**src/sv/rtc_pkg.sv**
```systemverilog
package rtc_pkg;

  localparam int COORD_WIDTH_DEF = 32;
  localparam int FRAC_BITS_DEF   = 16;
  localparam int INDEX_WIDTH_DEF = 24;

  localparam int NUM_UOPS = 24;
  localparam int STEP_W   = 5;
  localparam int CFG_IDX_W = 3;

  typedef enum logic [CFG_IDX_W-1:0] {
    REG_ORIGIN_X, REG_ORIGIN_Y, REG_ORIGIN_Z,
    REG_DIR_X, REG_DIR_Y, REG_DIR_Z,
    REG_T_NEAR, REG_T_FAR
  } cfg_reg_t;

  typedef enum logic [3:0] {
    A_D0, A_D1, A_D2, A_S0, A_S1, A_S2,
    A_H0, A_H1, A_H2, A_Q0, A_Q1, A_Q2
  } asel_t;

  typedef enum logic [3:0] {
    B_D0, B_D1, B_D2, B_E10, B_E11, B_E12,
    B_E20, B_E21, B_E22, B_S0, B_S1, B_S2
  } bsel_t;

  typedef enum logic [3:0] {
    R_H0, R_H1, R_H2, R_Q0, R_Q1, R_Q2, R_A, R_UN, R_VN, R_TN
  } rsel_t;

  typedef struct packed {
    asel_t a;
    bsel_t b;
    logic  neg;
    logic  first;
    logic  last;
    rsel_t dst;
  } uop_t;

  typedef struct packed {
    logic start;
    logic clear;
    logic neg;
  } mac_ctl_t;

  function automatic uop_t mk(input asel_t a, input bsel_t b, input logic neg,
                              input logic first, input logic last, input rsel_t dst);
    uop_t u;
    u.a = a;
    u.b = b;
    u.neg = neg;
    u.first = first;
    u.last = last;
    u.dst = dst;
    return u;
  endfunction

  // Sequence of multiply-accumulate terms: h = d x e2, a = e1.h, un = s.h,
  // q = s x e1, vn = d.q, tn = e2.q.
  function automatic uop_t uop_at(input logic [STEP_W-1:0] idx);
    uop_t u;
    case (idx)
      5'd0:  u = mk(A_D1, B_E22, 1'b0, 1'b1, 1'b0, R_H0);
      5'd1:  u = mk(A_D2, B_E21, 1'b1, 1'b0, 1'b1, R_H0);
      5'd2:  u = mk(A_D2, B_E20, 1'b0, 1'b1, 1'b0, R_H1);
      5'd3:  u = mk(A_D0, B_E22, 1'b1, 1'b0, 1'b1, R_H1);
      5'd4:  u = mk(A_D0, B_E21, 1'b0, 1'b1, 1'b0, R_H2);
      5'd5:  u = mk(A_D1, B_E20, 1'b1, 1'b0, 1'b1, R_H2);
      5'd6:  u = mk(A_H0, B_E10, 1'b0, 1'b1, 1'b0, R_A);
      5'd7:  u = mk(A_H1, B_E11, 1'b0, 1'b0, 1'b0, R_A);
      5'd8:  u = mk(A_H2, B_E12, 1'b0, 1'b0, 1'b1, R_A);
      5'd9:  u = mk(A_H0, B_S0,  1'b0, 1'b1, 1'b0, R_UN);
      5'd10: u = mk(A_H1, B_S1,  1'b0, 1'b0, 1'b0, R_UN);
      5'd11: u = mk(A_H2, B_S2,  1'b0, 1'b0, 1'b1, R_UN);
      5'd12: u = mk(A_S1, B_E12, 1'b0, 1'b1, 1'b0, R_Q0);
      5'd13: u = mk(A_S2, B_E11, 1'b1, 1'b0, 1'b1, R_Q0);
      5'd14: u = mk(A_S2, B_E10, 1'b0, 1'b1, 1'b0, R_Q1);
      5'd15: u = mk(A_S0, B_E12, 1'b1, 1'b0, 1'b1, R_Q1);
      5'd16: u = mk(A_S0, B_E11, 1'b0, 1'b1, 1'b0, R_Q2);
      5'd17: u = mk(A_S1, B_E10, 1'b1, 1'b0, 1'b1, R_Q2);
      5'd18: u = mk(A_Q0, B_D0,  1'b0, 1'b1, 1'b0, R_VN);
      5'd19: u = mk(A_Q1, B_D1,  1'b0, 1'b0, 1'b0, R_VN);
      5'd20: u = mk(A_Q2, B_D2,  1'b0, 1'b0, 1'b1, R_VN);
      5'd21: u = mk(A_Q0, B_E20, 1'b0, 1'b1, 1'b0, R_TN);
      5'd22: u = mk(A_Q1, B_E21, 1'b0, 1'b0, 1'b0, R_TN);
      5'd23: u = mk(A_Q2, B_E22, 1'b0, 1'b0, 1'b1, R_TN);
      default: u = mk(A_D0, B_D0, 1'b0, 1'b1, 1'b0, R_A);
    endcase
    return u;
  endfunction

endpackage

```
**src/sv/rtc_mac.sv**
```systemverilog
module rtc_mac #(
  parameter int OPA_W = 102,
  parameter int OPB_W = 33
) (
  input  logic                clk,
  input  logic                rst,
  input  rtc_pkg::mac_ctl_t   ctl,
  input  logic [OPA_W-1:0]    opa,
  input  logic [OPB_W-1:0]    opb,
  output logic                busy,
  output logic [OPA_W-1:0]    acc
);
  import rtc_pkg::*;

  localparam int CNT_W = $clog2(OPB_W + 1);

  logic [OPA_W-1:0] ma;
  logic [OPB_W-1:0] mb;
  logic [CNT_W-1:0] cnt;
  logic             neg;
  logic [OPA_W-1:0] term;
  logic             top_bit;

  assign term    = mb[0] ? ma : '0;
  assign top_bit = (cnt == CNT_W'(OPB_W - 1));

  always_ff @(posedge clk) begin
    if (rst) begin
      busy <= 1'b0;
    end else if (ctl.start) begin
      busy <= 1'b1;
    end else if (busy && top_bit) begin
      busy <= 1'b0;
    end
    if (ctl.start) begin
      ma  <= opa;
      mb  <= opb;
      cnt <= '0;
      neg <= ctl.neg;
      if (ctl.clear) begin
        acc <= '0;
      end
    end else if (busy) begin
      if (neg ^ top_bit) begin
        acc <= acc - term;
      end else begin
        acc <= acc + term;
      end
      ma  <= ma << 1;
      mb  <= mb >> 1;
      cnt <= cnt + 1'b1;
    end
  end

endmodule

```
**config.mk**
```make
export PLATFORM = sky130hd
export DESIGN_NAME = rtc_mac
export DESIGN_NICKNAME = d
export VERILOG_FILES = /design/src/sv/rtc_pkg.sv /design/src/sv/rtc_mac.sv
export SDC_FILE = /design/constraint.sdc
export NUM_CORES = 1
export LEC_CHECK = 0
export BUFFER_PORTS_ARGS = -buffer_cell sky130_fd_sc_hd__buf_4
export CAP_MARGIN = 20
export CORE_ASPECT_RATIO = 1.5
export CORE_MARGIN = 2
export CORE_UTILIZATION = 44
export CTS_CLUSTER_DIAMETER = 40
export DETAILED_ROUTE_END_ITERATION = 10
export GPL_ROUTABILITY_DRIVEN = 0
export GPL_TIMING_DRIVEN = 0
export HOLD_SLACK_MARGIN = 0.03
export PLACE_DENSITY = 0.67
export SLEW_MARGIN = 5
export SYNTH_ARGS = -nofsm -noshare
export SYNTH_HDL_FRONTEND = slang
export SYNTH_SLANG_ARGS = --single-unit
export TNS_END_PERCENT = 20
```
**constraint.sdc**
```tcl
create_clock -name clk -period 15.9 [get_ports clk]
set_input_delay 2.385 -clock clk [delete_from_list [all_inputs] [get_ports clk]]
set_output_delay 2.385 -clock clk [all_outputs]
set_load 0.1 [all_outputs]
```
-- Yosys cells after proc, flatten, opt, wreduce, memory -nomap -nowiden
Index checks and enable logic that the tools add are counted.
- register bits: 245
- input port bits: 140
- output and inout port bits: 103
- word-level logic and storage cells: 27
- $add $sub $neg: 3
- equality and inequality tests: 2
- multiplexer cells: 11
- bitwise logic cells: 1
- reduce and logical (&&, ||, !) cells: 4
- operators by type and width (kind ; number):
    102-bit 2-to-1 mux ; 7
    102-bit adder ; 1
    102-bit subtractor ; 1
    33-bit 2-to-1 mux ; 2
    6-bit by 1-bit adder with 6-bit output, second input constant ; 1
    6-bit equality test, second input constant ; 1
    2-bit nonzero test ; 2
    1-bit 2-to-1 mux ; 2
    2-bit != test, second input constant ; 1
    2-bit AND reduction ; 1
    1-bit logical AND ; 1
    1-bit XOR ; 1

-- Longest topological paths before layout
- word-level depth: 5
- gate-level depth with buffers: 34
- depth with buffers taken out: 25

-- Least setup slack after synthesis
No wires, ideal clock.
- path kind: reg2reg
- start point: register mb[0]
- end point: register acc[101] (data pin)
- library setup time: 0.266 ns
- arrival: 6.790 ns
- data required time: 15.634 ns
- slack: 8.844 ns
- cell stages (with the launch flop): 29
- path buffers: 9
- period minus slack after synthesis: 7.056 ns
- path through: edfxtp_1 > clkbuf_1 > clkbuf_1 > clkbuf_1 > buf_1 > clkbuf_1 > clkbuf_1 > buf_1 > nand2_1 > ha_1 > or4b_1 > o2bb2ai_1 > nand4_1 > a211oi_1 > a21boi_0 > and3_1 > clkbuf_1 > nand2_1 > nor3_1 > o311ai_0 > ha_1 > clkbuf_1 > nand4_1 > or4_1 > o41ai_1 > o21ai_1 > o41ai_1 > xnor2_1 > nor2_1
- longest elaborated chain between the ends: 5
- elaborated cells on any way between the ends: 6
- classes of those cells: add/sub: 2; mux: 4
- ends and longest elaborated chain (what ; RTL line ; source):
    start: declaration ; rtc_mac.sv:18 ; logic [OPB_W-1:0] mb;
    start signal: assignment ; rtc_mac.sv:37 ; mb <= opb;
    start signal: assignment ; rtc_mac.sv:50 ; mb <= mb >> 1;
    102-bit 2-to-1 mux * ; rtc_mac.sv:24 ; assign term = mb[0] ? ma : '0;
    102-bit adder / 102-bit subtractor (equally long branches) ; rtc_mac.sv:47, rtc_mac.sv:45 ;
    102-bit 2-to-1 mux * ; rtc_mac.sv:44 ; if (neg ^ top_bit) begin
    102-bit 2-to-1 mux * ; rtc_mac.sv:43 ; end else if (busy) begin
    102-bit 2-to-1 mux * ; rtc_mac.sv:35 ; if (ctl.start) begin
    end signal: assignment ; rtc_mac.sv:45 ; acc <= acc - term;
    end signal: assignment ; rtc_mac.sv:47 ; acc <= acc + term;
    end: declaration ; rtc_mac.sv:11 ; output logic [OPA_W-1:0] acc
Mark *: on every way between the ends. The rest lies on a longest branch, timed or not. The select of a mux whose other input is x is not followed.
A chain may end at the register's enable or synchronous reset.

-- Worst setup path after layout
Same ends and word-level chain as after synthesis.

==> run metrics <==
io pins 243; worst r2r path cells 29; Remaining DRCs 0; post-DR wirelength/cell 22.4 um; Setup WS post-layout 4.58 ns; Initial Utilization 44.5%; clk slew on worst S/H paths 0.06 ns; leakage power 8.86 nW; Avg Cell Area, Syn 9.08 sq um; GRT met2 Usage 49.8%; Die Y 259 um; dpl hpwl 52000 um; CP startpoint kind flip-flop; largest net degree at the start of global routing 103; CP Class reg2reg; Max-Cap Viols 0; initial antenna violation count 2; Root Buffer clkbuf_16; Worst Path Required 16.16 ns; worst setup path startpoint mb[0]$_DFFE_PP_; overflow left after global routing 0; busiest layer in global routing met2; Clock H-tree levels 2; Worst setup EP type flip-flop; CTS Sinks 245; Primary FF master, synth edfxtp_1; Int Power 2.02 mW; mapped cell area 19000 sq um; post-synthesis cell type count 71; CTS tree done; number of port buffers 242; r2r startpoint mb[0]$_DFFE_PP_; critical path's largest stage delay 0.97 ns; Sw Ratio 49.4%; HP Class reg2reg; share of the synthesized area in the top cell type 37.5%; Logic pwr share 55.1%; min Tclk post-route 11.32 ns; worst hold path depth 2; RSZ-0062 raised after global routing no; ys async rst share 0%; EDFF count, synth 238; Clock power frac 19.8%; Crit Path Max Fanout 10; #FFs+latches synth 245; actual slew at the worst max-slew pin 1.21 ns; Final Hold Vio Count 0; Arrival @ worst endpoint 11.58 ns; TritonCTS Buffers 36; Overall Global Routing Usage 28.7%; Setup Buffers After CTS 0; number of hold buffers added after CTS 0; Buf/Inv on CP 10; top cells by area, synth edfxtp_1 (38%), mux2_2 (8.0%), ha_1 (6.8%); post-synth top area cell edfxtp_1; Seq pwr share 25.1%; pwr/cell area 174 nW/um^2; family with the most delay on the worst path buffers and inverters; CORE AREA 42800 sq um; die area 45000 sq um; count leader, synth nor2_1; Post-Syn Instances 2096; row cnt 93; peak supply drop 0.000117 V; CTS max path bufs 3; met3 Usage GRT 4.39%; synth-to-layout area growth 20.0%; Final period util 71.2%; CP max-delay cell nor4_1; number of global-route vias before repair 17600; Relative slew margins 19.1%; status completed; Antenna Nets Post-Route 0; Commonest cells post-synth nor2_1 (241), edfxtp_1 (238), nand2_1 (227); net count after synthesis 2341; first-pass GRT wire length 99400 um; worst min-delay path startpoint cnt[5]$_SDFFE_PP0P_; vias post-DR 18000; share of layout cells above drive strength 1 19.3%; fin. max-slew vios 0; Pre-antenna DRT Iters 6; Seq/Total Area, Yosys 38.3%; Fmax 88.4 MHz; Setup TNS 0 ns; NumNets Final 2626; drt via density 6.03; die extent in x 174 um; Worst-Skew Late Latency 0.54 ns; Critical Path Stages 29; CP most frequent cell clkbuf_1; CTS resizes 0; Syn. warnings 0; DRT Wirelength 66700 um; pre-CTS WS 4.48 ns; clk_skew 0.0194 ns; DR iter-0 viols 1630; Sw Pwr 1.97 mW; # setup viols final 0; met1 GRT Util 31.5%
[power groups by stage]
| stage | logic (mW) | registers [mW] | clock network (mW) |
|---|---|---|---|
| detailed placement | 2.15 | 1.01 | 0 |
| CTS | 2.16 | 0.997 | 0.798 |
| global route | 2.35 | 1.01 | 0.819 |
| floorplan | 1.15 | 1.46 | 0 |
| finish | 2.19 | 0.999 | 0.789 |
| global placement | 2.12 | 1.01 | 0 |
[final timing paths]
| kind | end | slack, ns |
|---|---|---|
| worst max-delay path | acc[101]$_SDFFCE_PP0P_ | 4.58 |
| worst max register to register | acc[101]$_SDFFCE_PP0P_ | 4.58 |
| worst min register to register | cnt[5]$_SDFFE_PP0P_ | 0.49 |
| worst min-delay path | cnt[5]$_SDFFE_PP0P_ | 0.49 |
[worst register-to-register path: cells and delay by family (launching register included)]
family                   cells  cell delay (ns)
buffers and inverters       10             4.71
AO/OA/AOI/OAI                9             3.17
AND/OR/NAND/NOR              7             2.02
adder cells (fa/ha/maj)      2             0.62
flip-flops                   1             0.33
XOR/XNOR                     1             0.17
[cell usage in the layout, fill, tap and decap left out, types with 5 or more instances in the layout]
master / count
nand3_1: 46
a21oi_1: 199
o41ai_1: 14
buf_4: 243
edfxtp_1: 238
o31ai_1: 18
nor4_1: 16
inv_6: 5
and3_1: 11
ha_1: 104
nor2b_1: 16
nor2_1: 241
a31oi_1: 27
o2111ai_1: 6
o211ai_1: 28
nand2_1: 227
a21boi_0: 11
nor3_1: 45
dfxtp_1: 7
a211oi_1: 7
clkbuf_1: 94
a21o_1: 42
o21ai_0: 106
inv_1: 44
o311ai_0: 5
clkbuf_16: 36
or3_1: 23
xnor2_1: 83
or2_2: 8
o21a_1: 16
o21bai_1: 34
and2_1: 13
nand2b_1: 18
or4_1: 10
a221o_1: 5
nand4_1: 46
xor2_1: 85
buf_1: 11
mux2_2: 135
[flip-flops by register name (all words and copies together) (netlist names)]
| name | cells |
|---|---|
| mb | 33 |
| acc | 102 |
| ma | 102 |
| busy | 1 |
| neg | 1 |
| cnt | 6 |
[metal layers]
| layer | vias up | wire [um] |
|---|---|---|
| met1 | 8341 | 23300 |
| met4 | 2 | 5830 |
| li1 | 8373 | - |
| met3 | 289 | 5090 |
| met2 | 951 | 32500 |
| met5 | - | 11 |
[per-stage QoR]
| step | cells | total power, mW | hold WS [ns] | cell area (sq um) | util [%] |
|---|---|---|---|---|---|
| after global routing | 2977 | 4.18 | 0.541 | 22800 | 53.3 |
| after floorplan | 2096 | 2.61 | 0.458 | 19000 | - |
| after CTS | 2976 | 3.96 | 0.489 | 22800 | 53.3 |
| after detailed placement | 2912 | 3.16 | 0.477 | 21700 | 50.6 |
| after global placement | 2908 | 3.13 | 0.470 | 21600 | 50.4 |
| final | 2979 | 3.98 | 0.488 | 22800 | 53.3 |
[cell type report]
type / count / area [sq um]
inverter: 44 / 165
multi-input combinational: 1704 / 11200
fill: 3985 / 20000
clock buffer: 39 / 912
sequential: 245 / 7290
antenna: 2 / 5.00
clock inverter: 25 / 267
tap: 570 / 713
timing repair buffer: 247 / 1890
buffer: 103 / 388
[logic make-up after synthesis]
group	after synthesis	share of synthesized area [%]
AO/OA/AOI/OAI	557	18.3
buffers and inverters	147	2.91
adder cells (fa/ha/maj)	105	6.94
multiplexers	137	8.10
XOR/XNOR	168	7.73
flip-flops	245	38.3
AND/OR/NAND/NOR	737	17.8
Note: power is estimated with default switching activity, not from simulation.
