===== config.mk =====
export PLATFORM = sky130hd
export DESIGN_NAME = rtc_div
export DESIGN_NICKNAME = d
export VERILOG_FILES = /design/src/sv/rtc_pkg.sv /design/src/sv/rtc_div.sv
export SDC_FILE = /design/constraint.sdc
export NUM_CORES = 1
export LEC_CHECK = 0
export BUFFER_PORTS_ARGS = -buffer_cell sky130_fd_sc_hd__buf_2
export CAP_MARGIN = 10
export CORE_UTILIZATION = 58
export CTS_CLUSTER_SIZE = 24
export DETAILED_ROUTE_END_ITERATION = 8
export GPL_ROUTABILITY_DRIVEN = 1
export PLACE_DENSITY = 0.91
export SYNTH_ARGS = -nofsm -noshare
export SYNTH_HDL_FRONTEND = slang
export SYNTH_SLANG_ARGS = --single-unit

===== constraint.sdc =====
create_clock -name clk -period 4.6 [get_ports clk]
set_input_delay 0.23 -clock clk [delete_from_list [all_inputs] [get_ports clk]]
set_output_delay 0.23 -clock clk [all_outputs]
set_load 0.05 [all_outputs]

===== src/sv/rtc_pkg.sv =====
package rtc_pkg;

  localparam int COORD_WIDTH_DEF = 32;
  localparam int FRAC_BITS_DEF   = 16;
  localparam int INDEX_WIDTH_DEF = 24;

  localparam int NUM_UOPS = 24;
  localparam int STEP_W   = 5;
  localparam int CFG_IDX_W = 3;

  typedef enum logic [CFG_IDX_W-1:0] {
    REG_ORIGIN_X, REG_ORIGIN_Y, REG_ORIGIN_Z,
    REG_DIR_X, REG_DIR_Y, REG_DIR_Z,
    REG_T_NEAR, REG_T_FAR
  } cfg_reg_t;

  typedef enum logic [3:0] {
    A_D0, A_D1, A_D2, A_S0, A_S1, A_S2,
    A_H0, A_H1, A_H2, A_Q0, A_Q1, A_Q2
  } asel_t;

  typedef enum logic [3:0] {
    B_D0, B_D1, B_D2, B_E10, B_E11, B_E12,
    B_E20, B_E21, B_E22, B_S0, B_S1, B_S2
  } bsel_t;

  typedef enum logic [3:0] {
    R_H0, R_H1, R_H2, R_Q0, R_Q1, R_Q2, R_A, R_UN, R_VN, R_TN
  } rsel_t;

  typedef struct packed {
    asel_t a;
    bsel_t b;
    logic  neg;
    logic  first;
    logic  last;
    rsel_t dst;
  } uop_t;

  typedef struct packed {
    logic start;
    logic clear;
    logic neg;
  } mac_ctl_t;

  function automatic uop_t mk(input asel_t a, input bsel_t b, input logic neg,
                              input logic first, input logic last, input rsel_t dst);
    uop_t u;
    u.a = a;
    u.b = b;
    u.neg = neg;
    u.first = first;
    u.last = last;
    u.dst = dst;
    return u;
  endfunction

  // Sequence of multiply-accumulate terms: h = d x e2, a = e1.h, un = s.h,
  // q = s x e1, vn = d.q, tn = e2.q.
  function automatic uop_t uop_at(input logic [STEP_W-1:0] idx);
    uop_t u;
    case (idx)
      5'd0:  u = mk(A_D1, B_E22, 1'b0, 1'b1, 1'b0, R_H0);
      5'd1:  u = mk(A_D2, B_E21, 1'b1, 1'b0, 1'b1, R_H0);
      5'd2:  u = mk(A_D2, B_E20, 1'b0, 1'b1, 1'b0, R_H1);
      5'd3:  u = mk(A_D0, B_E22, 1'b1, 1'b0, 1'b1, R_H1);
      5'd4:  u = mk(A_D0, B_E21, 1'b0, 1'b1, 1'b0, R_H2);
      5'd5:  u = mk(A_D1, B_E20, 1'b1, 1'b0, 1'b1, R_H2);
      5'd6:  u = mk(A_H0, B_E10, 1'b0, 1'b1, 1'b0, R_A);
      5'd7:  u = mk(A_H1, B_E11, 1'b0, 1'b0, 1'b0, R_A);
      5'd8:  u = mk(A_H2, B_E12, 1'b0, 1'b0, 1'b1, R_A);
      5'd9:  u = mk(A_H0, B_S0,  1'b0, 1'b1, 1'b0, R_UN);
      5'd10: u = mk(A_H1, B_S1,  1'b0, 1'b0, 1'b0, R_UN);
      5'd11: u = mk(A_H2, B_S2,  1'b0, 1'b0, 1'b1, R_UN);
      5'd12: u = mk(A_S1, B_E12, 1'b0, 1'b1, 1'b0, R_Q0);
      5'd13: u = mk(A_S2, B_E11, 1'b1, 1'b0, 1'b1, R_Q0);
      5'd14: u = mk(A_S2, B_E10, 1'b0, 1'b1, 1'b0, R_Q1);
      5'd15: u = mk(A_S0, B_E12, 1'b1, 1'b0, 1'b1, R_Q1);
      5'd16: u = mk(A_S0, B_E11, 1'b0, 1'b1, 1'b0, R_Q2);
      5'd17: u = mk(A_S1, B_E10, 1'b1, 1'b0, 1'b1, R_Q2);
      5'd18: u = mk(A_Q0, B_D0,  1'b0, 1'b1, 1'b0, R_VN);
      5'd19: u = mk(A_Q1, B_D1,  1'b0, 1'b0, 1'b0, R_VN);
      5'd20: u = mk(A_Q2, B_D2,  1'b0, 1'b0, 1'b1, R_VN);
      5'd21: u = mk(A_Q0, B_E20, 1'b0, 1'b1, 1'b0, R_TN);
      5'd22: u = mk(A_Q1, B_E21, 1'b0, 1'b0, 1'b0, R_TN);
      5'd23: u = mk(A_Q2, B_E22, 1'b0, 1'b0, 1'b1, R_TN);
      default: u = mk(A_D0, B_D0, 1'b0, 1'b1, 1'b0, R_A);
    endcase
    return u;
  endfunction

endpackage


===== src/sv/rtc_div.sv =====
module rtc_div #(
  parameter int NUM_W = 118,
  parameter int DEN_W = 102
) (
  input  logic             clk,
  input  logic             rst,
  input  logic             start,
  input  logic [NUM_W-1:0] num,
  input  logic [DEN_W-1:0] den,
  output logic             busy,
  output logic [NUM_W-1:0] quo
);
  import rtc_pkg::*;

  localparam int CNT_W = $clog2(NUM_W + 1);

  logic [DEN_W-1:0] rem;
  logic [DEN_W-1:0] dreg;
  logic [NUM_W-1:0] nreg;
  logic [CNT_W-1:0] cnt;
  logic [DEN_W:0]   shifted;
  logic [DEN_W:0]   diff;
  logic             ge;

  assign shifted = {rem, nreg[NUM_W-1]};
  assign diff    = shifted - {1'b0, dreg};
  assign ge      = !diff[DEN_W];

  always_ff @(posedge clk) begin
    if (rst) begin
      busy <= 1'b0;
    end else if (start) begin
      busy <= 1'b1;
    end else if (busy && cnt == CNT_W'(NUM_W - 1)) begin
      busy <= 1'b0;
    end
    if (start) begin
      rem  <= '0;
      dreg <= den;
      nreg <= num;
      cnt  <= '0;
    end else if (busy) begin
      rem  <= ge ? diff[DEN_W-1:0] : shifted[DEN_W-1:0];
      nreg <= nreg << 1;
      quo  <= {quo[NUM_W-2:0], ge};
      cnt  <= cnt + 1'b1;
    end
  end

endmodule


## Word level (Yosys, flattened, before mapping)

Index checks and enable logic that the tools add are counted.

| cells by class | value |
|---|---|
| add/subtract/negate cells | 2 |
| multipliers | 0 |
| divide/modulo/power cells | 0 |
| $lt $le $gt $ge | 0 |
| eq/ne operators | 1 |
| shifts and indexed selects | 0 |
| muxes and demuxes | 5 |
| bitwise operators | 1 |
| reductions and logical operators | 5 |

Operators with widths:

| cell | number |
|---|---|
| $mux 118 | 2 |
| $sub 103x102->103 | 1 |
| $mux 102 | 1 |
| $add 7x1->7 const B | 1 |
| $eq 7x7->1 const B | 1 |
| $reduce_bool 2->1 | 2 |
| $mux 1 | 2 |
| $reduce_and 2->1 | 1 |
| $logic_and 1x1->1 | 1 |
| $logic_not 1->1 | 1 |
| $not 1->1 | 1 |

| storage, ports and cells | value |
|---|---|
| flip-flop bits (word level) | 448 |
| bits in latches | 0 |
| memory bits (writable) | 0 |
| ROM bits | 0 |
| input port bits | 223 |
| output and inout port bits | 119 |
| word-level logic and storage cells | 20 |
| memories kept | 0 |

## Longest topological paths before layout

Gate-level depths: netlist of run 1.

| depth | value |
|---|---|
| depth in word-level cells | 4 |
| gate-level depth with buffers | 18 |
| depth with buffers taken out | 16 |

## Worst setup path after synthesis of run 1

No wires, ideal clock.

| path | value |
|---|---|
| path type | flip-flop to flip-flop |
| start point | register busy |
| end point | register rem[57] |
| setup time | 59 ps |
| arrival | 4,136 ps |
| data required time | 4,541 ps |
| path slack | 404 ps |
| stages on the path, launching flop included | 8 |
| buffers on the path | 2 |
| period minus slack after synthesis | 4,196 ps |
| cell sequence | dfxtp_1 clkbuf_1 nand2_1 inv_1 nand2_1 buf_2 nor3_1 a221o_1 |

RTL lines:

| element | RTL line | RTL |
|---|---|---|
| start: declaration | rtc_div.sv:10 | `output logic busy,` |
| start signal: assignment | rtc_div.sv:31 | `busy <= 1'b0;` |
| start signal: assignment | rtc_div.sv:33 | `busy <= 1'b1;` |
| start signal: assignment | rtc_div.sv:35 | `busy <= 1'b0;` |
| end signal: assignment | rtc_div.sv:43 | `rem <= ge ? diff[DEN_W-1:0] : shifted[DEN_W-1:0];` |
| end: declaration | rtc_div.sv:17 | `logic [DEN_W-1:0] rem;` |

## Final worst setup path of run 1

| path | value |
|---|---|
| start point | register dreg[1] |
| end point | register rem[93] |

| on the way | value |
|---|---|
| longest elaborated chain between the ends | 2 |

Ends and longest elaborated chain:

| element | RTL line | RTL |
|---|---|---|
| start: declaration | rtc_div.sv:18 | `logic [DEN_W-1:0] dreg;` |
| start signal: assignment | rtc_div.sv:39 | `dreg <= den;` |
| $sub 103x102->103 | rtc_div.sv:26 | `assign diff = shifted - {1'b0, dreg};` |
| $mux 102 | rtc_div.sv:43 |  |

Every way passes these cells.
A chain may end at the register's enable or synchronous reset.

==> metrics.yaml, run 1 <==
grt_use_total_pct: 32.4
post_cts_buffers: 0
hold_path.class: "in2reg"
synth_seq_cells: 448
synthTopCellsByArea: "edfxtp_1 (44%), dfxtp_1 (9.6%), mux2_2 (5.8%)"
placed_cell_area_mm2: 0.0249
outcome: "completed"
grt_start_max_net_pins: 167
netlist.area_leader.share_pct: 44.3
p_per_area_mw_per_mm2: 362
grt_pass1_wl_mm: 103
numPortBuffers: 341
hold_violations: 0
drt-wirelength-per-cell_um: 21.0
h-tree-depth: 2
drv_cap: 0
timing.hold.ws_ns: 0.0426
fin_crit_ns: 4.38
synth_area_mm2: 0.0229
worstPathArrival_ns: 4.88
synth_edf_count: 338
start_kind: "register"
fin_skew_ns: 0.0264
drc: 0
rsz0062_at_grt: "false"
drive_above_1_share_pct: 21.4
critical_path_class: "reg2reg"
synth.net_count: 2453
holdPathStages: 2
layout.nets: 2958
yosys_warnings: 0
core.rowCount: 72
grt_pass1_vias: 18500
postRouteAntennaNets: 0
synthCells: 2125
finish.instance_area_mm2: 0.0287
cts_buffers: 45
wl_mm: 67.0
finalWeightedCongestion: 0.990
synth_top_cell_by_area: "edfxtp_1"
cts_tree: "done"
ys_types: 78
clock_path_buffers: 3
antenna_found_initial: 5
relSlewSlack_pct: 31.8
die-area_mm2: 0.0403
clk-insertion-delay-late_ns: 0.59
worstPathMaxFanout: 4
cp.required_ns: 5.10
ys_async_sr_fraction_pct: 0
areaGrowthSynthToFinish_pct: 25.3
drtIter0Drc: 1789
ir_worst_vdd_mv: 0.371
core_mm2: 0.0388
endpoint_kind: "register"
clockRootBuffer: "clkbuf_16"
io_pins: 342
grt_overflow: 0
die_w_um: 201
ys.flop_type: "edfxtp_1"
die_h_um: 201
synthTopCellsByCount: "edfxtp_1 (338), nor2_1 (210), a21oi_1 (202)"
finalSetupViolCount: 0
clk_pin_slew_ns: 0.06
fin_crit_sh_pct: 95.2
synth_most_common_cell: "edfxtp_1"
dr_total_vias: 19000
viasPerCell: 5.96
start_util_pct: 59.0
fin_tns_setup_ns: 0
ff2ff_path_depth: 15
dr.pass1.iters: 5
leakage_nw: 11.5
synth.avg_cell_area_um2: 10.8
slew_violations: 0
worst_pin_slew_ns: 1.02
cts_sinks: 448
fmax_mhz: 228
seq_area_frac_synth_pct: 53.9
hpwl_mm: 41.6
## metal layers
| metal | routed length (um) | global-route usage, % |
|---|---|---|
| met1 | 26400 | 40.4 |
| met2 | 32900 | 55.6 |
| met3 | 4950 | 5.58 |
| met4 | 2760 | 13.8 |
| met5 | 13 | 0 |
## timing repair
item	4_1_cts	5_1_grt
endpoints found under the setup margin	0	62
hold endpoints to repair	219	0
hold buffers	219	0
gates resized for setup	0	2
## layout make-up
| class | count | area [um2] |
|---|---|---|
| inverters | 133 | 504 |
| diodes | 4 | 10.0 |
| well taps | 518 | 648 |
| fillers | 2479 | 10100 |
| clock buffers | 51 | 1150 |
| clock inverters | 31 | 388 |
| repair buffers | 575 | 4100 |
| flip-flops and latches | 448 | 12400 |
| multi-input cells | 1427 | 9570 |
## path summary, 6_finish.rpt
path,end,start,slack (ns)
hold / removal,rem[82],start,0.04
setup / recovery,rem[93],dreg[1],0.22
setup reg to reg,rem[93],dreg[1],0.22
hold reg to reg,quo[72],quo[71],0.44
## cell usage in the layout, fill, tap and decap left out, drive strengths merged, types with 12 or more instances in the layout
cell type / synthesis / final
a31oi: 13 / 13
clkinv: 0 / 18
nand3: 21 / 21
dfxtp: 110 / 110
o21a: 23 / 23
o21ai: 121 / 121
ha: 104 / 104
a21oi: 202 / 202
edfxtp: 338 / 338
a211oi: 53 / 53
nand4: 47 / 47
o211ai: 17 / 17
o21bai: 22 / 22
clkbuf: 93 / 52
nor2: 211 / 211
nand2b: 15 / 15
inv: 133 / 135
nor2b: 13 / 13
dlygate4sd3: 0 / 219
buf: 24 / 355
nand2: 143 / 143
xor2: 30 / 30
mux2: 119 / 119
nor3: 21 / 21
a21o: 57 / 57
xnor2: 67 / 67
a22oi: 12 / 12
## registers in the layout, indices dropped and copies added (netlist names)
name,flops
nreg,118
quo,118
dreg,102
rem,102
cnt,7
busy,1
## worst max-delay path: stages (launching register included)
cell	delay, ns
edfxtp_1	0.40
inv_1	0.06
ha_1	0.27
nor2b_1	0.16
o31a_1	0.17
o21ai_1	0.08
a21oi_1	0.32
a31oi_1	0.27
o31a_1	0.37
o2111ai_1	0.48
nand3_1	0.31
a21oi_1	0.31
o21ai_0	0.24
a21boi_0	0.34
mux2_2	0.37
o21ai_0	0.14
## metrics by stage
| stage | worst slack, ns | instances | total power [mW] | utilization, % |
|---|---|---|---|---|
| final | 0.221 | 3187 | 10.4 | 74.0 |
| after CTS | 0.175 | 3182 | 10.3 | 73.9 |
| after floorplan | 0.404 | 2125 | 5.91 | - |
| after detailed placement | 0.242 | 2881 | 6.35 | 64.2 |
| after global placement | 0.410 | 2881 | 6.29 | 64.2 |
| after global routing | 0.0536 | 3187 | 10.8 | 74.0 |
## report_power, final
group / internal, mW / switching [mW] / total [mW]
Combinational: 0.734 / 1.01 / 1.74
Clock: 2.22 / 1.67 / 3.89
Sequential: 4.64 / 0.136 / 4.77
Total: 7.59 / 2.81 / 10.4
## cell families (layout without fill, tap and decap cells)
logic type | count (synthesis) | in the layout | share of synthesized area (%)
mux | 124 | 124 | 6.07
other cells | 0 | 4 | 0
buf+inv | 250 | 790 | 4.36
simple gates | 510 | 510 | 9.94
compound gates | 591 | 591 | 16.3
xor+xnor | 97 | 97 | 3.71
flops | 448 | 448 | 53.9
fa+ha+maj | 105 | 105 | 5.77
No activity file was read; power rests on OpenSTA's default activity.
==> run 2, diff against run 1 <==
--- a/config.mk
+++ b/config.mk
@@ -6,11 +6,13 @@
 export NUM_CORES = 1
 export LEC_CHECK = 0
 export BUFFER_PORTS_ARGS = -buffer_cell sky130_fd_sc_hd__buf_2
-export CAP_MARGIN = 10
+export CAP_MARGIN = 20
+export CORE_MARGIN = 2
 export CORE_UTILIZATION = 58
 export CTS_CLUSTER_SIZE = 24
 export DETAILED_ROUTE_END_ITERATION = 8
 export GPL_ROUTABILITY_DRIVEN = 1
+export HOLD_SLACK_MARGIN = 0.12
 export PLACE_DENSITY = 0.91
 export SYNTH_ARGS = -nofsm -noshare
 export SYNTH_HDL_FRONTEND = slang
==> run 2 against run 1 <==
  * Via count grew 1.5%
  * Core utilization about the same
  * Non-clock buffer count up 6
  * Critical path type unchanged
==> metrics.yaml, run 2 (same netlist as run 1, synthesis figures left out) <==
outcome: "completed"  # unchanged
wl_mm: 70.1  # was 67.0 mm
post-place-ws_ns: 0.256  # was 0.242 ns
areaGrowthSynthToFinish_pct: 25.4  # was 25.3%
relSlewSlack_pct: 33.7  # was 31.8%
finish.instance_area_mm2: 0.0287  # about the same
cts_tree: "done"  # unchanged
slew_violations: 0  # unchanged
r2r_end: "rem[65]"  # was rem[93]
grt_pass1_vias: 18900  # was 18500
clock_path_buffers: 3  # unchanged
viasPerCell: 6.04  # was 5.96
die-area_mm2: 0.0411  # was 0.0403 mm2
grt_start_max_net_pins: 179  # was 167
fin_crit_sh_pct: 92.7  # was 95.2%
drive_above_1_share_pct: 21.3  # was 21.4%
cp.required_ns: 5.08  # was 5.10 ns
dr.pass1.iters: 6  # was 5
layout_common_cells: "buf_2 (340), edfxtp_1 (338), dlygate4sd3_1 (222), nor2_1 (209), a21oi_1 (202)"  # was buf_2 (340), edfxtp_1 (338), dlygate4sd3_1 (219), nor2_1 (209), a21oi_1 (202)
fmax_mhz: 235  # was 228 MHz
clk-insertion-delay-late_ns: 0.59  # about the same
start_util_pct: 59.0  # unchanged
grt_overflow: 0  # unchanged
worstPathArrival_ns: 4.74  # was 4.88 ns
fin_crit_ns: 4.26  # was 4.38 ns
rrSetupSlack_ns: 0.34  # was 0.22 ns
die_h_um: 203  # was 201 um
start_kind: "register"  # unchanged
dr_total_vias: 19300  # was 19000
post_cts_buffers: 0  # unchanged
p_per_area_mw_per_mm2: 358  # was 362 mW/mm2
antenna_found_initial: 3  # was 5
fin_total_pwr_mw: 10.3  # was 10.4 mW
postLayoutCoreUtil_pct: 74.0  # about the same
hold_path.class: "in2reg"  # unchanged
hpwl_mm: 43.3  # was 41.6 mm
ff2ff_path_depth: 14  # was 15
core.rowCount: 72  # unchanged
numPortBuffers: 341  # unchanged
top_regs: "nreg (118), quo (118)"  # unchanged
layout.nets: 2965  # was 2958
fillers: 2484  # was 2479
cts_sinks: 448  # unchanged
endpoint_kind: "register"  # unchanged
final_common_cell: "buf_2"  # unchanged
grt_use_total_pct: 33.2  # was 32.4%
die_w_um: 203  # was 201 um
rsz0062_at_grt: "false"  # unchanged
critical_path_class: "reg2reg"  # unchanged
dp.cells: 2884  # was 2881
finalWeightedCongestion: 1.03  # was 0.990
crit_end: "rem[65]"  # was rem[93]
cp-startpoint: "dreg[0]"  # was dreg[1]
finalSetupViolCount: 0  # unchanged
clockRootBuffer: "clkbuf_16"  # unchanged
clk_pin_slew_ns: 0.06  # about the same
postRouteAntennaNets: 0  # unchanged
worstReg2RegStart: "dreg[0]"  # was dreg[1]
hold_violations: 0  # unchanged
leakage_nw: 11.5  # about the same
worst_pin_slew_ns: 0.994  # was 1.02 ns
h-tree-depth: 2  # unchanged
cts_buffers: 46  # was 45
drc: 0  # unchanged
drt-wirelength-per-cell_um: 22.0  # was 21.0 um
fin_cells: 3194  # was 3187
drtIter0Drc: 2071  # was 1789
fin_skew_ns: 0.0189  # was 0.0264 ns
fin_tns_setup_ns: 0  # unchanged
setup_ws_ns: 0.336  # was 0.221 ns
timing.hold.ws_ns: 0.347  # was 0.0426 ns
grt_pass1_wl_mm: 106  # was 103 mm
placed_cell_area_mm2: 0.0250  # was 0.0249 mm2
drv_cap: 0  # unchanged
ir_worst_vdd_mv: 0.341  # was 0.371 mV
core_mm2: 0.0388  # unchanged
worstPathMaxFanout: 55  # was 4
io_pins: 342  # unchanged
[run 2: repair_timing]
action | 4_1_cts | 5_1_grt
endpoints found under the setup margin | 0 | 49
hold buffers | 222 | 0
resized for setup | 0 | 5
endpoints found under the hold margin | 244 | 0
[run 2: metal layers]
metal	global-route usage (%)	vias to the layer above	share of wire [%]	wire, um
met4	15.0	2	4.8	3390
li1	-	8790	-	-
met2	57.3	1108	48	34000
met1	40.9	9165	38	27000
met5	0	-	0.019	13
met3	5.63	220	8.2	5750
[run 2: worst min path at each step]
stage                        from  endpoint  slack (ns)  cells after the start
after floorplan               rst      busy        0.30                      1
after global placement        rst      busy        0.39                      2
after detailed placement      rst      busy        0.39                      2
after CTS                     rst      busy        0.31                      3
after global routing      den[96]  dreg[96]        0.35                      2
final                     den[90]  dreg[90]        0.35                      2
[run 2: power breakdown]
part	total (mW)	internal, mW	switching, mW
registers	4.78	4.64	0.139
clock network	3.75	2.11	1.64
logic	1.77	0.739	1.03
[run 2: worst max-delay path: stages, from the launching register on]
cell and delay (ns):
edfxtp_1 0.38, ha_1 0.25, fa_1 0.41, nand2b_1 0.18, a21o_1 0.19, a211oi_2 0.27
o211ai_2 0.15, a311oi_2 0.43, a31oi_1 0.22, o21ai_2 0.33, a21o_1 0.18, a21o_4 0.32
clkbuf_8 0.43, nand2_1 0.11, a311oi_1 0.32
[run 2: cell type report]
cell class	count	area (um2)	area share (%)
repair buffers	581	4140	14.4
inverters	133	504	1.75
clock buffers	64	1300	4.53
well taps	518	648	2.26
flip-flops and latches	448	12400	43.0
multi-input cells	1427	9580	33.3
clock inverters	21	200	0.697
diodes	2	5.00	0.0174
